<file path="config.mk">
export PLATFORM = sky130hd
export DESIGN_NAME = http_range_request_resolver
export DESIGN_NICKNAME = d
export VERILOG_FILES = /design/src/hdl/rrr_pkg.sv /design/src/hdl/http_range_request_resolver.sv
export VERILOG_INCLUDE_DIRS = /design/src /design/src/hdl
export SDC_FILE = /design/constraint.sdc
export NUM_CORES = 2
export LEC_CHECK = 0
export ABC_AREA = 0
export BUFFER_PORTS_ARGS = -buffer_cell sky130_fd_sc_hd__buf_2
export CORE_ASPECT_RATIO = 0.8
export CORE_UTILIZATION = 58
export CTS_CLUSTER_DIAMETER = 200
export CTS_CLUSTER_SIZE = 20
export DETAILED_ROUTE_END_ITERATION = 8
export PLACE_DENSITY = 0.73
export SLEW_MARGIN = 30
export SYNTH_ARGS = -nofsm -noshare
export SYNTH_HDL_FRONTEND = slang
export SYNTH_SLANG_ARGS = --single-unit
</file>
<file path="constraint.sdc">
create_clock -name clk -period 15.9 [get_ports clk]
set_input_delay 2.385 -clock clk [delete_from_list [all_inputs] [get_ports clk]]
set_output_delay 2.385 -clock clk [all_outputs]
set_load 0.01 [all_outputs]
</file>
<file path="src/hdl/http_range_request_resolver_assert.svh">
// Assertion macros shared by the resolver RTL.
// Define NO_ASSERTIONS to compile them out.
`ifndef HTTP_RANGE_REQUEST_RESOLVER_ASSERT_SVH
`define HTTP_RANGE_REQUEST_RESOLVER_ASSERT_SVH

`ifndef NO_ASSERTIONS

// Condition must hold at every clock edge outside reset.
`define RRR_ASSERT_ALWAYS(label, clk, rst, cond) \
  label: assert property (@(posedge clk) disable iff (rst) (cond)) \
    else $error("assertion failed: condition does not hold");

// Antecedent implies consequent in the same cycle.
`define RRR_ASSERT_IMPLY(label, clk, rst, ante, cons) \
  label: assert property (@(posedge clk) disable iff (rst) (ante) |-> (cons)) \
    else $error("assertion failed: implication does not hold");

// Antecedent implies consequent in the next cycle.
`define RRR_ASSERT_NEXT(label, clk, rst, ante, cons) \
  label: assert property (@(posedge clk) disable iff (rst) (ante) |=> (cons)) \
    else $error("assertion failed: next-cycle implication does not hold");

`else

`define RRR_ASSERT_ALWAYS(label, clk, rst, cond)
`define RRR_ASSERT_IMPLY(label, clk, rst, ante, cons)
`define RRR_ASSERT_NEXT(label, clk, rst, ante, cons)

`endif

`endif

</file>
<file path="src/hdl/rrr_pkg.sv">
package rrr_pkg;

  localparam int unsigned LEN_W = 64;
  localparam logic [LEN_W-1:0] ALL_ONES = {LEN_W{1'b1}};

  // Prefix "bytes=" length
  localparam logic [2:0] PREFIX_LEN = 3'd6;

  localparam logic [7:0] CHAR_DASH = 8'h2D;
  localparam logic [7:0] CHAR_ZERO = 8'h30;
  localparam logic [7:0] CHAR_NINE = 8'h39;

  // Verdict codes
  localparam logic [1:0] VERDICT_MALFORMED = 2'd0;
  localparam logic [1:0] VERDICT_WHOLE     = 2'd1;
  localparam logic [1:0] VERDICT_UNSAT     = 2'd2;
  localparam logic [1:0] VERDICT_PARTIAL   = 2'd3;

  typedef enum logic [1:0] {
    PH_PREFIX,
    PH_FIRST,
    PH_LAST
  } phase_t;

  typedef struct packed {
    logic [7:0]       header_char;
    logic             final_char;
    logic [LEN_W-1:0] resource_length;
  } char_item_t;

  typedef struct packed {
    logic [1:0]       verdict;
    logic [LEN_W-1:0] range_begin;
    logic [LEN_W-1:0] range_end;
  } range_result_t;

  // Expected character at each prefix position
  function automatic logic [7:0] prefix_char(input logic [2:0] pos);
    logic [7:0] ch;
    case (pos)
      3'd0:    ch = 8'h62; // b
      3'd1:    ch = 8'h79; // y
      3'd2:    ch = 8'h74; // t
      3'd3:    ch = 8'h65; // e
      3'd4:    ch = 8'h73; // s
      3'd5:    ch = 8'h3D; // =
      default: ch = 8'h00;
    endcase
    return ch;
  endfunction

endpackage

</file>
<file path="src/hdl/http_range_request_resolver.sv">
// Channel | Direction | Handshake                | Payload
// char    | in        | char_valid / char_ready  | char_item    (rrr_pkg::char_item_t)
// range   | out       | range_valid / range_ready| range_result (rrr_pkg::range_result_t)
//
// One header byte per cycle while no final byte waits on the judge register;
// the parse stage updates the digit accumulators (shift-add by ten) per digit.
// A result travels from the input register holding its final byte: parse
// stage into the judge register, then judge stage into the output register.
// Synchronous reset clears all valids and the parser state; no clearing pass.
// A stalled range channel backs up through the judge register; non-final
// bytes keep flowing as long as the judge register need not be loaded.
`include "http_range_request_resolver_assert.svh"

module http_range_request_resolver (
  input  logic                  clk,
  input  logic                  rst,
  input  logic                  char_valid,
  output logic                  char_ready,
  input  rrr_pkg::char_item_t   char_item,
  output logic                  range_valid,
  input  logic                  range_ready,
  output rrr_pkg::range_result_t range_result
);

  import rrr_pkg::*;

  // Snapshot of the parser at a final byte
  typedef struct packed {
    logic             ok;
    logic             first_seen;
    logic [LEN_W-1:0] first_value;
    logic             last_seen;
    logic [LEN_W-1:0] last_value;
    logic [LEN_W-1:0] resource_length;
  } judge_item_t;

  // Input register
  logic       in_q_valid;
  char_item_t in_q;

  // Parser state
  phase_t           parse_phase, parse_phase_next;
  logic [2:0]       prefix_position, prefix_position_next;
  logic [LEN_W-1:0] first_value, first_value_next;
  logic             first_seen, first_seen_next;
  logic [LEN_W-1:0] last_value, last_value_next;
  logic             last_seen, last_seen_next;
  logic             bad_syntax, bad_syntax_next;

  // Judge register
  logic        judge_valid;
  judge_item_t judge_q;
  judge_item_t judge_next;

  range_result_t result_next;

  logic out_free, judge_free, parse_adv;

  // Flow control
  assign out_free   = !range_valid || range_ready;
  assign judge_free = !judge_valid || out_free;
  assign parse_adv  = in_q_valid && (!in_q.final_char || judge_free);
  assign char_ready = !in_q_valid || parse_adv;

  // Input register
  always_ff @(posedge clk) begin
    if (rst) begin
      in_q_valid <= 1'b0;
    end else if (char_ready) begin
      in_q_valid <= char_valid;
    end
    if (char_ready && char_valid) begin
      in_q <= char_item;
    end
  end

  // Parse one byte
  logic             is_digit;
  logic [3:0]       digit;
  logic [LEN_W-1:0] acc_in;
  logic [LEN_W+3:0] acc_ten;
  logic             acc_ovf;

  assign is_digit = (in_q.header_char >= CHAR_ZERO) && (in_q.header_char <= CHAR_NINE);
  assign digit    = in_q.header_char[3:0];
  assign acc_in   = (parse_phase == PH_LAST) ? last_value : first_value;
  assign acc_ten  = ({4'd0, acc_in} << 3) + ({4'd0, acc_in} << 1) + {{LEN_W{1'b0}}, digit};
  assign acc_ovf  = |acc_ten[LEN_W+3:LEN_W];

  always_comb begin
    parse_phase_next     = parse_phase;
    prefix_position_next = prefix_position;
    first_value_next     = first_value;
    first_seen_next      = first_seen;
    last_value_next      = last_value;
    last_seen_next       = last_seen;
    bad_syntax_next      = bad_syntax;
    if (!bad_syntax) begin
      unique case (parse_phase)
        PH_PREFIX: begin
          if (prefix_position < PREFIX_LEN &&
              in_q.header_char == prefix_char(prefix_position)) begin
            prefix_position_next = prefix_position + 3'd1;
            if (prefix_position_next == PREFIX_LEN) begin
              parse_phase_next = PH_FIRST;
            end
          end else begin
            bad_syntax_next = 1'b1;
          end
        end
        PH_FIRST: begin
          if (is_digit) begin
            if (acc_ovf) begin
              bad_syntax_next = 1'b1;
            end else begin
              first_value_next = acc_ten[LEN_W-1:0];
            end
            first_seen_next = 1'b1;
          end else if (in_q.header_char == CHAR_DASH) begin
            parse_phase_next = PH_LAST;
          end else begin
            bad_syntax_next = 1'b1;
          end
        end
        PH_LAST: begin
          if (is_digit) begin
            if (acc_ovf) begin
              bad_syntax_next = 1'b1;
            end else begin
              last_value_next = acc_ten[LEN_W-1:0];
            end
            last_seen_next = 1'b1;
          end else begin
            bad_syntax_next = 1'b1;
          end
        end
        default: bad_syntax_next = 1'b1;
      endcase
    end

    judge_next.ok = !bad_syntax_next && (parse_phase_next == PH_LAST) &&
                    (first_seen_next || last_seen_next);
    judge_next.first_seen      = first_seen_next;
    judge_next.first_value     = first_value_next;
    judge_next.last_seen       = last_seen_next;
    judge_next.last_value      = last_value_next;
    judge_next.resource_length = in_q.resource_length;
  end

  // Parser state register; a final byte returns it to reset values
  always_ff @(posedge clk) begin
    if (rst || (parse_adv && in_q.final_char)) begin
      parse_phase     <= PH_PREFIX;
      prefix_position <= 3'd0;
      first_value     <= '0;
      first_seen      <= 1'b0;
      last_value      <= '0;
      last_seen       <= 1'b0;
      bad_syntax      <= 1'b0;
    end else if (parse_adv) begin
      parse_phase     <= parse_phase_next;
      prefix_position <= prefix_position_next;
      first_value     <= first_value_next;
      first_seen      <= first_seen_next;
      last_value      <= last_value_next;
      last_seen       <= last_seen_next;
      bad_syntax      <= bad_syntax_next;
    end
  end

  // Judge register
  always_ff @(posedge clk) begin
    if (rst) begin
      judge_valid <= 1'b0;
    end else if (judge_free) begin
      judge_valid <= parse_adv && in_q.final_char;
    end
    if (judge_free && parse_adv && in_q.final_char) begin
      judge_q <= judge_next;
    end
  end

  // Verdict against the resource length
  logic [LEN_W-1:0] f_val, l_val, len;
  logic             f_absent;
  logic [LEN_W:0]   l_plus_one;

  assign len        = judge_q.resource_length;
  assign f_val      = judge_q.first_seen ? judge_q.first_value : ALL_ONES;
  assign l_val      = judge_q.last_seen ? judge_q.last_value : ALL_ONES;
  assign f_absent   = (f_val == ALL_ONES);
  assign l_plus_one = {1'b0, l_val} + {{LEN_W{1'b0}}, 1'b1};

  always_comb begin
    result_next.verdict     = VERDICT_MALFORMED;
    result_next.range_begin = '0;
    result_next.range_end   = '0;
    if (!judge_q.ok) begin
      result_next.verdict = VERDICT_MALFORMED;
    end else if (!f_absent && f_val > l_val) begin
      result_next.verdict = VERDICT_MALFORMED;
    end else if (len == '0) begin
      result_next.verdict = VERDICT_UNSAT;
    end else if (f_absent) begin
      // Suffix range
      if (l_val == '0) begin
        result_next.verdict = VERDICT_UNSAT;
      end else if (l_val >= len) begin
        result_next.verdict = VERDICT_WHOLE;
      end else begin
        result_next.verdict     = VERDICT_PARTIAL;
        result_next.range_begin = len - l_val;
        result_next.range_end   = len;
      end
    end else if (f_val >= len) begin
      result_next.verdict = VERDICT_UNSAT;
    end else if (l_plus_one >= {1'b0, len}) begin
      // Last position reaches the end: clip
      if (f_val == '0) begin
        result_next.verdict = VERDICT_WHOLE;
      end else begin
        result_next.verdict     = VERDICT_PARTIAL;
        result_next.range_begin = f_val;
        result_next.range_end   = len;
      end
    end else begin
      result_next.verdict     = VERDICT_PARTIAL;
      result_next.range_begin = f_val;
      result_next.range_end   = l_plus_one[LEN_W-1:0];
    end
  end

  // Output register
  always_ff @(posedge clk) begin
    if (rst) begin
      range_valid <= 1'b0;
    end else if (out_free) begin
      range_valid <= judge_valid;
    end
    if (out_free && judge_valid) begin
      range_result <= result_next;
    end
  end

  // Assertions
  `RRR_ASSERT_IMPLY(a_nonpartial_zero, clk, rst,
    range_valid && range_result.verdict != VERDICT_PARTIAL,
    range_result.range_begin == '0 && range_result.range_end == '0)
  `RRR_ASSERT_IMPLY(a_partial_nonempty, clk, rst,
    range_valid && range_result.verdict == VERDICT_PARTIAL,
    range_result.range_begin < range_result.range_end)
  `RRR_ASSERT_ALWAYS(a_prefix_done, clk, rst,
    parse_phase == PH_PREFIX || prefix_position == PREFIX_LEN)
  `RRR_ASSERT_NEXT(a_final_clears, clk, rst,
    parse_adv && in_q.final_char,
    parse_phase == PH_PREFIX && prefix_position == 3'd0 && !bad_syntax)

endmodule
</file>
==> flow_summary.yaml <==
sta:
  final-hold-violation-count: 0
  skew_ns: 0.0604
  final.setup.tns_ns: 0
  slew_viol_final: 0
  rsz0062_at_grt: "no"
  period_share: 0.474
  setup_viol_count_final: 0
  fmax_ghz: 0.133
  slew_headroom: 0.261
  worstMarginPinSlew_ns: 1.10
  fin_crit_ns: 7.54
final_layout:
  nFillCells: 5403
  finalNetCount: 4498
  diodes: 0
  area_delta_synth_final_pct: 5.89
  layout-drive-gt1-share: 0.0950
  design_area_um2: 39300
floorplan:
  die_height_um: 228
  core_area_um2: 62900
  pin_count: 209
  die_area_um2: 64900
  die_w_um: 285
  initial_core_util: 0.589
  num_rows: 82
run:
  max_cap_violations: 0
synthesis:
  synth.cell_area_um2: 37100
  ys_types: 89
  synth.avg_cell_area_um2: 9.35
  synthTopCellsByArea: "edfxtp_1 32%, ha_1 13%, dfxtp_1 7.5%"
  synth_edf_count: 398
  syn_nets: 4434
  syn_inst: 3964
  synthDominantCellAreaShare: 0.322
  ys_ff_latch: 537
  yosys_warnings: 0
  async_flop_share: 0
  seq_area_frac_synth: 0.397
  synth_top_cell_by_area: "edfxtp_1"
  synth_flop_cell: "edfxtp_1"
drt:
  routedWlPerCell_um: 25.0
  first_iter_violations: 4279
  drt_pass1_iterations: 6
  via_per_inst: 6.54
  drc: 0
  ant_nets: 0
  vias: 31900
  routed_wl_mm: 122
clock_network:
  cts.sinks: 537
  cts-buffers-inserted: 30
  ctsLongestPathBuffers: 3
  clkLatencyLatePin_ns: 0.66
  post-cts-setup-buffer-count: 0
  cts_root_buf: "clkbuf_16"
  cts.repair.resized: 0
  cts_tree: "done"
  cts.clk_slew.worst_paths_ns: 0.09
  hold_buffers: 0
  cts-htree-levels: 1
pwr:
  p_int_mw: 1.91
  power_mw: 2.46
  seqPwrFrac: 0.627
  ir_worst_vdd_v: 0.0000982
  pwr_density_cell_nw_per_um2: 62.7
  swShare: 0.223
  clock_power_share: 0.327
  p_sw_uw: 549
  power.leakage_nw: 16.5
  p_comb_frac: 0.046
critical_path:
  cp_common_cell: "nor2_1"
  crit_family: "simple AND/OR/NAND/NOR gates"
  worst_setup_path_end_kind: "flip-flop"
  cp_slowest_cell: "o21ba_2"
  critical_path_arrival_ns: 8.01
  worstPathMaxFanout: 73
  cp_cell_sequence: "buf_4 > inv_2 > buf_4 > nor2_1 > nor2_1 > and2_0 > nand2_1 > nor2_1 > nand2_1 > xnor2_1 > ha_1 > nand4_1 > nor2_1 > nand2_1 > or4_1 > a21o_1 > o21ai_0 > nor3_1 > o21ai_0 > nor3b_1 > o21ba_2 > buf_4 > a22o_1"
  path_depth: 23
  slowest_delay_ns: 0.64
  reg2reg_slack_ns: 8.36
  cp_num_buf_inv: 4
  r2r_cells: 23
  critPathKind: "flip-flop to flip-flop"
  required_ns: 16.37
  cp-start-kind: "flip-flop"
placed_design:
  dpl_cell_area_um2: 38400
  hpwl_mm: 96.3
  io_buffers: 208
  gp_congestion: 1.07
run_status:
  status: "complete, no violations"
global_route:
  grt_pass1_vias: 28800
  grt_pass1_wl_mm: 181
  grt_max_degree: 108
  overflow: 0
  grt_use_total: 0.365
  antenna_found_initial: 3
min_path:
  holdPathStages: 0
  hold_path.class: "flip-flop to flip-flop"
## sequential cells by signal, summed over array words and instances, names as in the netlist
signal	flops
len	64
parse_phase	2
in_q_valid	1
last_value	64
bad_syntax	1
judge_q	131
first_seen	1
digit	4
range_result	130
in_q	69
prefix_position	3
judge_valid	1
last_seen	1
first_value	64
range_valid	1
## layout make-up
class / count / area [um^2] / area share
clock buffers: 43 / 800 / 0.0204
clock inverters: 2 / 35.0 / 0.000892
inverters: 152 / 578 / 0.0147
multi-input cells: 3077 / 20800 / 0.531
flip-flops and latches: 537 / 14700 / 0.375
well taps: 840 / 1050 / 0.0268
repair buffers: 230 / 1220 / 0.0312
## routing by layer
metal	up-vias	part of all wire	global-route usage
met2	1937	0.40	0.503
met3	153	0.13	0.0772
li1	14700	-	-
met5	-	0.00038	0
met4	6	0.025	0.0806
met1	15100	0.45	0.578
## kinds of logic (layout without fill, tap and decap cells)
| family | count (synthesis) | in the layout | share of synthesized area |
|---|---|---|---|
| buffers and inverters | 350 | 427 | 0.0421 |
| adders and majority gates | 393 | 393 | 0.133 |
| and+or+nand+nor | 1306 | 1306 | 0.166 |
| xor gates and xnor gates | 216 | 216 | 0.0510 |
| AOI/OAI and AO/OA | 1080 | 1080 | 0.184 |
| muxes | 82 | 82 | 0.0262 |
| DFF | 537 | 537 | 0.397 |
## power groups by stage
stage / Clock (mW) / Combinational [mW] / Sequential [mW]
global placement: 0 / 0.107 / 1.57
detailed placement: 0 / 0.109 / 1.58
floorplan: 0 / 0.0573 / 1.58
finish: 0.806 / 0.112 / 1.54
CTS: 0.812 / 0.109 / 1.54
global route: 0.860 / 0.120 / 1.55
## placed cells by master (no fill, tap or decap), types with 132 or more instances in the layout
cell / n
nor2_1: 266
a21o_1: 132
ha_1: 390
xnor2_1: 132
dfxtp_1: 139
a21oi_1: 351
nand2_1: 559
o21ai_0: 240
buf_2: 208
edfxtp_1: 398
inv_1: 150
## cells in the mapped netlist, types with 25 or more instances
cell type	count
nor4_1	54
xor2_1	84
mux2_2	68
buf_2	70
ha_1	390
clkbuf_1	95
nor2_1	266
nand3_1	63
nand2_1	559
a22oi_1	54
inv_1	151
o21bai_1	26
xnor2_1	132
o21ai_0	240
o22ai_1	25
dfxtp_1	139
a21oi_1	352
edfxtp_1	398
nand4_1	119
nand2b_1	77
nor3_1	40
a22o_1	65
a21o_1	132
a31oi_1	28
## stage by stage
stage	util	worst slack (ns)	hold WS [ns]	std cells
floorplan	-	7.05	0.400	3964
global placement	0.610	8.25	0.401	4835
detailed placement	0.611	8.67	0.405	4836
CTS	0.624	8.57	0.420	4881
global route	0.624	7.89	0.424	4881
finish	0.624	8.36	0.417	4881
## final timing paths
check / end / startpoint
setup / recovery: range_result[49] / judge_q[128]
hold / removal: len[5] / in_q[5]
setup reg to reg: range_result[49] / judge_q[128]
hold reg to reg: len[5] / in_q[5]
(Power assumes the default switching activity.)
